[src/rtl/bst_pkg.sv]
// shared types and constants of the bounded set table
package bst_pkg;

   localparam int DEF_CAPACITY   = 64;
   localparam int DEF_ITEM_WIDTH = 32;

   localparam int CMD_W   = 2;
   localparam int ITEM_W  = 32;
   localparam int RANK_W  = 6;
   localparam int COUNT_W = 7;

   localparam logic [COUNT_W-1:0] MAX_ITEMS_RESET = 7'd64;

   typedef enum logic [CMD_W-1:0] {
      CMD_INSERT   = 2'd0,
      CMD_ERASE    = 2'd1,
      CMD_CONTAINS = 2'd2,
      CMD_GET      = 2'd3
   } cmd_type;

   typedef enum logic [2:0] {
      ST_IDLE,
      ST_FIND,
      ST_SHIFT,
      ST_PICK,
      ST_LOAD,
      ST_COUNT,
      ST_DONE
   } state_type;

   // one result of the controller
   typedef struct packed {
      logic                 is_empty;
      logic [COUNT_W-1:0]   count;
      logic [ITEM_W-1:0]    found_item;
      logic                 ok;
   } rsp_type;

endpackage

[src/rtl/bst_ram.sv]
// generic simple dual-port ram with registered read
module bst_ram #(
   parameter int WIDTH = 32,
   parameter int DEPTH = 64
) (
   input  logic                             clock,
   input  logic                             we,
   input  logic [$clog2(DEPTH > 1 ? DEPTH : 2)-1:0] waddr,
   input  logic [WIDTH-1:0]                 wdata,
   input  logic [$clog2(DEPTH > 1 ? DEPTH : 2)-1:0] raddr,
   output logic [WIDTH-1:0]                 rdata
);

   logic [WIDTH-1:0] mem [DEPTH];
   logic [WIDTH-1:0] rdata_ff;

   always_ff @(posedge clock) begin
      if (we) begin
         mem[waddr] <= wdata;
      end
      rdata_ff <= mem[raddr];
   end

   assign rdata = rdata_ff;

endmodule

[src/rtl/bst_seq.sv]
// command sequencer: scans, compacts and ranks the entries held in the ram
module bst_seq
   import bst_pkg::*;
#(
   parameter int CAPACITY   = DEF_CAPACITY,
   parameter int ITEM_WIDTH = DEF_ITEM_WIDTH,
   localparam int AW = $clog2(CAPACITY > 1 ? CAPACITY : 2),
   localparam int SW = (ITEM_WIDTH < ITEM_W) ? ITEM_WIDTH : ITEM_W
) (
   input  logic               clock,
   input  logic               reset,
   input  logic               start,
   output logic               idle,
   input  cmd_type            cmd,
   input  logic [ITEM_W-1:0]  item,
   input  logic [RANK_W-1:0]  rank,
   input  logic [COUNT_W-1:0] max_items,
   output logic [AW-1:0]      ram_raddr,
   input  logic [SW-1:0]      ram_rdata,
   output logic               ram_we,
   output logic [AW-1:0]      ram_waddr,
   output logic [SW-1:0]      ram_wdata,
   output logic               res_valid,
   input  logic               res_take,
   output rsp_type            res
);

   localparam int HW = $clog2(CAPACITY + 1);
   localparam int CW = (HW > RANK_W) ? HW : RANK_W;
   localparam int LW = (HW > COUNT_W) ? HW : COUNT_W;

   state_type          state_ff, state_in;
   cmd_type            cmd_ff, cmd_in;
   logic [SW-1:0]      v_ff, v_in;
   logic [RANK_W-1:0]  rank_ff, rank_in;
   logic [HW-1:0]      held_ff, held_in;
   logic [HW-1:0]      scan_ff, scan_in;
   logic               pend_ff, pend_in;
   logic [HW-1:0]      pidx_ff, pidx_in;
   logic [HW-1:0]      j_ff, j_in;
   logic [HW-1:0]      smaller_ff, smaller_in;
   logic [SW-1:0]      cand_ff, cand_in;
   logic               ok_ff, ok_in;
   logic [ITEM_W-1:0]  got_ff, got_in;

   logic issue, last, hit, room, rank_ok, rank_hit;

   // scan bookkeeping shared by lookup, compaction and counting
   assign issue    = scan_ff < held_ff;
   assign last     = !pend_ff && (scan_ff == held_ff);
   assign hit      = pend_ff && (ram_rdata == v_ff);
   assign room     = (LW'(held_ff) < LW'(max_items)) && (LW'(held_ff) < LW'(CAPACITY));
   assign rank_ok  = CW'(rank) < CW'(held_ff);
   assign rank_hit = CW'(smaller_ff) == CW'(rank_ff);

   always_ff @(posedge clock) begin
      if (reset) begin
         state_ff <= ST_IDLE;
         held_ff  <= '0;
         pend_ff  <= 1'b0;
      end else begin
         state_ff <= state_in;
         held_ff  <= held_in;
         pend_ff  <= pend_in;
      end
      cmd_ff     <= cmd_in;
      v_ff       <= v_in;
      rank_ff    <= rank_in;
      scan_ff    <= scan_in;
      pidx_ff    <= pidx_in;
      j_ff       <= j_in;
      smaller_ff <= smaller_in;
      cand_ff    <= cand_in;
      ok_ff      <= ok_in;
      got_ff     <= got_in;
   end

   // next state
   always_comb begin
      state_in = state_ff;
      case (state_ff)
         ST_IDLE: begin
            if (start) begin
               if (cmd == CMD_GET) begin
                  state_in = rank_ok ? ST_PICK : ST_DONE;
               end else begin
                  state_in = ST_FIND;
               end
            end
         end
         ST_FIND: begin
            if (hit) begin
               state_in = (cmd_ff == CMD_ERASE) ? ST_SHIFT : ST_DONE;
            end else if (last) begin
               state_in = ST_DONE;
            end
         end
         ST_SHIFT: begin
            if (last) begin
               state_in = ST_DONE;
            end
         end
         ST_PICK:  state_in = ST_LOAD;
         ST_LOAD:  state_in = ST_COUNT;
         ST_COUNT: begin
            if (last) begin
               state_in = rank_hit ? ST_DONE : ST_PICK;
            end
         end
         ST_DONE: begin
            if (res_take) begin
               state_in = ST_IDLE;
            end
         end
         default: state_in = ST_IDLE;
      endcase
   end

   // datapath and outputs
   always_comb begin
      cmd_in     = cmd_ff;
      v_in       = v_ff;
      rank_in    = rank_ff;
      held_in    = held_ff;
      scan_in    = scan_ff;
      pend_in    = pend_ff;
      pidx_in    = pidx_ff;
      j_in       = j_ff;
      smaller_in = smaller_ff;
      cand_in    = cand_ff;
      ok_in      = ok_ff;
      got_in     = got_ff;
      ram_raddr  = scan_ff[AW-1:0];
      ram_we     = 1'b0;
      ram_waddr  = held_ff[AW-1:0];
      ram_wdata  = v_ff;

      // read issue for the scanning states
      if (state_ff == ST_FIND || state_ff == ST_SHIFT || state_ff == ST_COUNT) begin
         pend_in = issue;
         pidx_in = scan_ff;
         if (issue) begin
            scan_in = scan_ff + HW'(1);
         end
      end

      case (state_ff)
         ST_IDLE: begin
            if (start) begin
               cmd_in  = cmd;
               v_in    = item[SW-1:0];
               rank_in = rank;
               ok_in   = 1'b0;
               got_in  = '0;
               scan_in = '0;
               pend_in = 1'b0;
               j_in    = '0;
            end
         end
         ST_FIND: begin
            if (hit) begin
               ok_in   = (cmd_ff == CMD_CONTAINS);
               scan_in = pidx_ff + HW'(1);
               pend_in = 1'b0;
            end else if (last) begin
               case (cmd_ff)
                  CMD_INSERT: begin
                     if (room) begin
                        ram_we  = 1'b1;
                        held_in = held_ff + HW'(1);
                        ok_in   = 1'b1;
                     end
                  end
                  default: ok_in = 1'b0;
               endcase
            end
         end
         ST_SHIFT: begin
            // entry read last cycle moves down by one
            if (pend_ff) begin
               ram_we    = 1'b1;
               ram_waddr = AW'(pidx_ff - HW'(1));
               ram_wdata = ram_rdata;
            end
            if (last) begin
               held_in = held_ff - HW'(1);
               ok_in   = 1'b1;
            end
         end
         ST_PICK: begin
            ram_raddr = j_ff[AW-1:0];
         end
         ST_LOAD: begin
            cand_in    = ram_rdata;
            scan_in    = '0;
            pend_in    = 1'b0;
            smaller_in = '0;
         end
         ST_COUNT: begin
            if (pend_ff && (cand_ff > ram_rdata)) begin
               smaller_in = smaller_ff + HW'(1);
            end
            if (last) begin
               if (rank_hit) begin
                  ok_in  = 1'b1;
                  got_in = ITEM_W'(cand_ff);
               end else begin
                  j_in = j_ff + HW'(1);
               end
            end
         end
         default: ;
      endcase
   end

   assign idle           = (state_ff == ST_IDLE);
   assign res_valid      = (state_ff == ST_DONE);
   assign res.ok         = ok_ff;
   assign res.found_item = got_ff;
   assign res.count      = COUNT_W'(held_ff);
   assign res.is_empty   = (held_ff == '0);

endmodule

[src/rtl/bounded_set_table.sv]
// top level of the bounded set table: ports, limit register, entry ram, result register
//
// keeps a set of distinct unsigned items in an on-chip ram, in insertion order
// req channel: one transaction per command, req_tuser carries the opcode
//   (insert, erase, contains, get by rank), req_tdata the item and the rank
// rsp channel: exactly one transaction per command, carrying the success flag,
//   the item found by get (zero otherwise), the count held and an empty flag
// csr port: csr_we writes csr_wdata into the item limit, which takes effect
//   for later inserts; items already held are kept if the limit drops
// the single ram read port sets the pace, with n items held: contains and
//   insert scan the held entries once, erase scans them and shifts the
//   entries after the hit down, and get by rank makes one full scan for every
//   candidate in insertion order; a rank not below n answers without a scan
// one command is worked at a time; req_tready is high only while the
//   sequencer is idle
// the result sits in an output register, so the next command is accepted
//   while an earlier result waits for rsp_tready; a second finished result
//   waits inside the sequencer until the register frees up
// reset empties the set and sets the limit to 64; ram contents need no clear
module bounded_set_table
   import bst_pkg::*;
#(
   parameter int CAPACITY   = DEF_CAPACITY,
   parameter int ITEM_WIDTH = DEF_ITEM_WIDTH
) (
   input  logic               clock,
   input  logic               reset,
   // command channel
   input  logic               req_tvalid,
   output logic               req_tready,
   input  logic [39:0]        req_tdata,  // item[31:0], rank[37:32], zero pad
   input  logic [CMD_W-1:0]   req_tuser,  // cmd[1:0]
   // result channel
   output logic               rsp_tvalid,
   input  logic               rsp_tready,
   output logic [47:0]        rsp_tdata,  // ok[0], found_item[32:1], count[39:33],
                                          // is_empty[40], zero pad
   // limit register
   input  logic               csr_we,
   input  logic [COUNT_W-1:0] csr_wdata
);

   localparam int AW = $clog2(CAPACITY > 1 ? CAPACITY : 2);
   localparam int SW = (ITEM_WIDTH < ITEM_W) ? ITEM_WIDTH : ITEM_W;

   logic [COUNT_W-1:0] max_items_ff;
   logic               rsp_valid_ff, rsp_valid_in;
   rsp_type            rsp_data_ff, rsp_data_in;

   logic          seq_idle;
   logic          start;
   logic          res_valid;
   logic          res_take;
   rsp_type       res;
   logic [AW-1:0] ram_raddr;
   logic [SW-1:0] ram_rdata;
   logic          ram_we;
   logic [AW-1:0] ram_waddr;
   logic [SW-1:0] ram_wdata;

   // limit register, to be written only while the block is idle; the block itself does not enforce this
   always_ff @(posedge clock) begin
      if (reset) begin
         max_items_ff <= MAX_ITEMS_RESET;
      end else if (csr_we) begin
         max_items_ff <= csr_wdata;
      end
   end

   assign req_tready = seq_idle;
   assign start      = req_tvalid && seq_idle;

   // entry store
   bst_ram #(
      .WIDTH (SW),
      .DEPTH (CAPACITY)
   ) u_ram (
      .clock (clock),
      .we    (ram_we),
      .waddr (ram_waddr),
      .wdata (ram_wdata),
      .raddr (ram_raddr),
      .rdata (ram_rdata)
   );

   bst_seq #(
      .CAPACITY   (CAPACITY),
      .ITEM_WIDTH (ITEM_WIDTH)
   ) u_seq (
      .clock     (clock),
      .reset     (reset),
      .start     (start),
      .idle      (seq_idle),
      .cmd       (cmd_type'(req_tuser)),
      .item      (req_tdata[ITEM_W-1:0]),
      .rank      (req_tdata[ITEM_W +: RANK_W]),
      .max_items (max_items_ff),
      .ram_raddr (ram_raddr),
      .ram_rdata (ram_rdata),
      .ram_we    (ram_we),
      .ram_waddr (ram_waddr),
      .ram_wdata (ram_wdata),
      .res_valid (res_valid),
      .res_take  (res_take),
      .res       (res)
   );

   // output register: free when empty or being drained this cycle
   assign res_take = !rsp_valid_ff || rsp_tready;

   always_comb begin
      rsp_valid_in = rsp_valid_ff;
      rsp_data_in  = rsp_data_ff;
      if (res_take) begin
         rsp_valid_in = res_valid;
         if (res_valid) begin
            rsp_data_in = res;
         end
      end
   end

   always_ff @(posedge clock) begin
      if (reset) begin
         rsp_valid_ff <= 1'b0;
      end else begin
         rsp_valid_ff <= rsp_valid_in;
      end
      rsp_data_ff <= rsp_data_in;
   end

   assign rsp_tvalid = rsp_valid_ff;
   assign rsp_tdata  = {7'd0, rsp_data_ff};

endmodule

[config.mk]
export PLATFORM = sky130hd
export DESIGN_NAME = bounded_set_table
export DESIGN_NICKNAME = d
export VERILOG_FILES = /design/src/rtl/bst_pkg.sv /design/src/rtl/bst_ram.sv /design/src/rtl/bst_seq.sv /design/src/rtl/bounded_set_table.sv
export SDC_FILE = /design/constraint.sdc
export NUM_CORES = 2
export LEC_CHECK = 0
export ABC_AREA = 1
export CORE_ASPECT_RATIO = 1.4
export CORE_MARGIN = 10
export CORE_UTILIZATION = 48
export CTS_CLUSTER_DIAMETER = 150
export CTS_CLUSTER_SIZE = 16
export DETAILED_ROUTE_END_ITERATION = 6
export DONT_BUFFER_PORTS = 1
export PLACE_DENSITY = 0.68
export SLEW_MARGIN = 20
export SYNTH_ARGS = -nofsm -noshare
export SYNTH_HDL_FRONTEND = slang
export SYNTH_HIERARCHICAL = 1
export SYNTH_SLANG_ARGS = --single-unit
[constraint.sdc]
create_clock -name clock -period 8.1 [get_ports clock]
set_clock_uncertainty 0.2 [all_clocks]
set_input_delay 2.025 -clock clock [delete_from_list [all_inputs] [get_ports clock]]
set_output_delay 2.025 -clock clock [all_outputs]
set_load 0.03 [all_outputs]
==> results.yml <==
sta:
  fin_crit_sh_pct: 69.8
  rsz0062_at_grt: "no"
  max_freq_mhz: 177
  relSlewSlack_pct: 21.0
  finalSetupViolCount: 0
  setup-tns-final_ns: 0
  period_minus_slack_ns: 5.65
  hold_viol: 0
  tightestPinTransition_ns: 1.18
  drv_slew: 0
pwr:
  internal_power_uw: 19400
  p_clk_share_pct: 26.9
  p_sw_uw: 8470
  power.share.combinational_pct: 21.0
  powerDensity_mw_per_mm2: 278
  p_seq_share_pct: 52.1
  p_sw_share_pct: 30.4
  vdd.ir_drop.worst_uv: 187
  leakage_uw: 0.0349
finish:
  multiInputGateArea_mm2: 0.0228
  nNetsFinal: 7781
  fillers: 15800
  final_common_cell: "nand2_1"
  final_cell_mix: "2462 x nand2_1, 2214 x edfxtp_1, 1929 x nand3_1, 175 x inv_1, 171 x clkbuf_16"
  area_growth_pct: 8.09
  stdcell_area_mm2: 0.100
  seqCellArea_mm2: 0.0676
  drive_above_1_share_pct: 5.96
synthesis:
  syn_area_per_cell_um2: 11.9
  yosysSeqAreaShare_pct: 73.1
  synth_seq_cells: 2272
  async_reset_ff_share_pct: 0
  yosys_warnings: 6
  syn_area_mm2: 0.0926
  syn_inst: 7809
  synth_edf_count: 2214
  synth_cell_types: 45
  synth_flop_cell: "edfxtp_1"
die:
  die_area_mm2: 0.211
  fp.coreArea_mm2: 0.192
  die_y_um: 540
  num_io_pins: 104
  rows: 190
  start_util_pct: 48.3
  fp.dieW_um: 391
worst_setup_path:
  r2r_setup_slack_ns: 2.45
  r2r.worst_path.cells: 7
  critPathMaxStageDelay_ns: 1.18
  critPathLaunchType: "flop"
  path_cells: "nand3_1, nor2_4, nand2_1, o21ai_1, nand4_1, nor2_4, buf_4"
  crit_type: "flop to flop"
  crit_arrival_ns: 5.94
  worstPathRequired_ns: 8.39
  cpMostUsedCell: "nor2_4"
  slowest_stage: "nor2_4"
  critPathCaptureType: "flop"
  path_max_fanout: 21
job:
  cap_violations: 0
outcome:
  outcome: "completed"
clocking:
  clock-sinks: 2272
  cts_tree: "yes"
  post-cts-setup-buffers: 0
  max-clock-path-buffers: 4
  clock_latency_ns: 0.82
  hold_buffers: 0
  cts_resized: 0
  htreeDepth: 4
  root_buffer: "clkbuf_16"
  cts_buffers: 167
  cts.clk_slew.worst_paths_ns: 0.08
placement:
  post_dp_cell_area_mm2: 0.0956
  io_buffers: 0
  place_congestion: 0.925
  dp_hpwl_um: 129000
route:
  drt-total-wl_um: 244000
  drc_errors: 0
  wl_met2_um: 114000
  met3_length_um: 22500
  first_iter_violations: 6755
  vias: 60300
  vias_per_cell: 5.92
  postRouteAntennaNets: 0
  met1Wirelength_um: 93000
  avgRoutedWirePerCell_um: 24.0
  top_layer_used: "met4"
  firstDrtPassIters: 6
global_route:
  grt_pass1_vias: 57100
  antenna_found_initial: 2
  grt_use_total_pct: 22.4
  overflow: 0
  grt_pass1_wl_um: 359000
  grt_max_degree: 230
min_path:
  min_path_type: "flop to flop"
  hold_depth: 0
-- cells by family after synthesis --
family / after synthesis / synth area share (%)
flip-flops: 2272 / 73.1
AO/OA/AOI/OAI: 153 / 0.891
AND/OR/NAND/NOR: 4637 / 21.6
XOR/XNOR: 28 / 0.265
adder cells (fa/ha/maj): 61 / 0.833
buffers and inverters: 657 / 3.32
other: 1 / 0.00405
-- worst max-delay path: cells and delay by family, from the launching register on --
family	cells	cell delay, ns
buffers and inverters	1	0.42
AND/OR/NAND/NOR	5	3.45
flip-flops	1	0.59
AO/OA/AOI/OAI	1	0.62
-- worst paths after layout --
kind,startpoint,end
max,u_seq/state_ff[1],u_ram/mem[23][14]
min,u_seq/got_ff[29],rsp_tdata[30]
max reg2reg,u_seq/state_ff[1],u_ram/mem[23][14]
min reg2reg,u_seq/got_ff[29],rsp_tdata[30]
-- metal layers --
metal	vias to the layer above	global-route usage (%)
li1	27100	-
met1	29400	29.4
met2	3250	36.0
met3	565	2.97
met4	0	12.1
met5	-	0
-- cell usage after synthesis (6+ instances only) --
master / count / area, um2
edfxtp_1: 2214 / 66500
xor2_1: 17 / 149
nand2_1: 2462 / 9240
buf_2: 289 / 1450
buf_4: 53 / 398
inv_1: 177 / 664
a21oi_1: 56 / 280
nor3_1: 9 / 45.0
inv_2: 6 / 22.5
xnor2_1: 11 / 96.3
nor4_1: 10 / 62.6
nor2_1: 178 / 668
buf_1: 40 / 150
clkbuf_1: 85 / 319
nand4_1: 28 / 175
o21ai_0: 77 / 385
dfxtp_1: 58 / 1160
ha_1: 60 / 751
nand3_1: 1929 / 9650
-- registers in the layout, summed over array words and instances (netlist names) --
register	flops
max_items_ff	7
u_seq/held_ff	7
u_ram/mem	2048
u_seq/ok_ff	1
rsp_tvalid	1
u_seq/cand_ff	32
u_seq/got_ff	32
u_ram/rdata	32
u_seq/pidx_ff	7
u_seq/state_ff	3
u_seq/v_ff	32
u_seq/rank_ff	6
u_seq/j_ff	6
u_seq/cmd_ff	2
rsp_tdata	41
u_seq/pend_ff	1
u_seq/scan_ff	7
u_seq/smaller_ff	7
-- power groups by stage --
| stage | Combinational (uW) | Clock (uW) | Sequential [uW] |
|---|---|---|---|
| finish | 5860 | 7480 | 14500 |
| global route | 6360 | 7990 | 14600 |
| CTS | 5770 | 7590 | 14500 |
| detailed placement | 5750 | 0 | 14800 |
| global placement | 5600 | 0 | 14800 |
| floorplan | 3700 | 0 | 14800 |
-- through the flow --
stage	total power (uW)	std cells	util, %	setup slack (ns)	hold slack, ns
6_report	27900	10200	52.2	2.45	0.214
5_1_grt	28900	10200	52.2	2.25	0.224
4_1_cts	27900	10200	52.2	2.58	0.213
3_5_place_dp	20500	9991	49.9	2.62	0.205
3_3_place_gp	20400	9991	49.9	2.67	0.205
2_1_floorplan	18500	7815	-	2.28	0.200
-- layout make-up --
cell class | count | share of cell area (%)
clock inverter | 1 | 0.00875
clock buffer | 193 | 4.36
tap | 2496 | 3.12
multi-input combinational | 4886 | 22.8
antenna | 2 | 0.00500
sequential | 2272 | 67.6
timing repair buffer | 154 | 1.38
inverter | 185 | 0.738
Note: power is estimated with default switching activity, not from simulation.
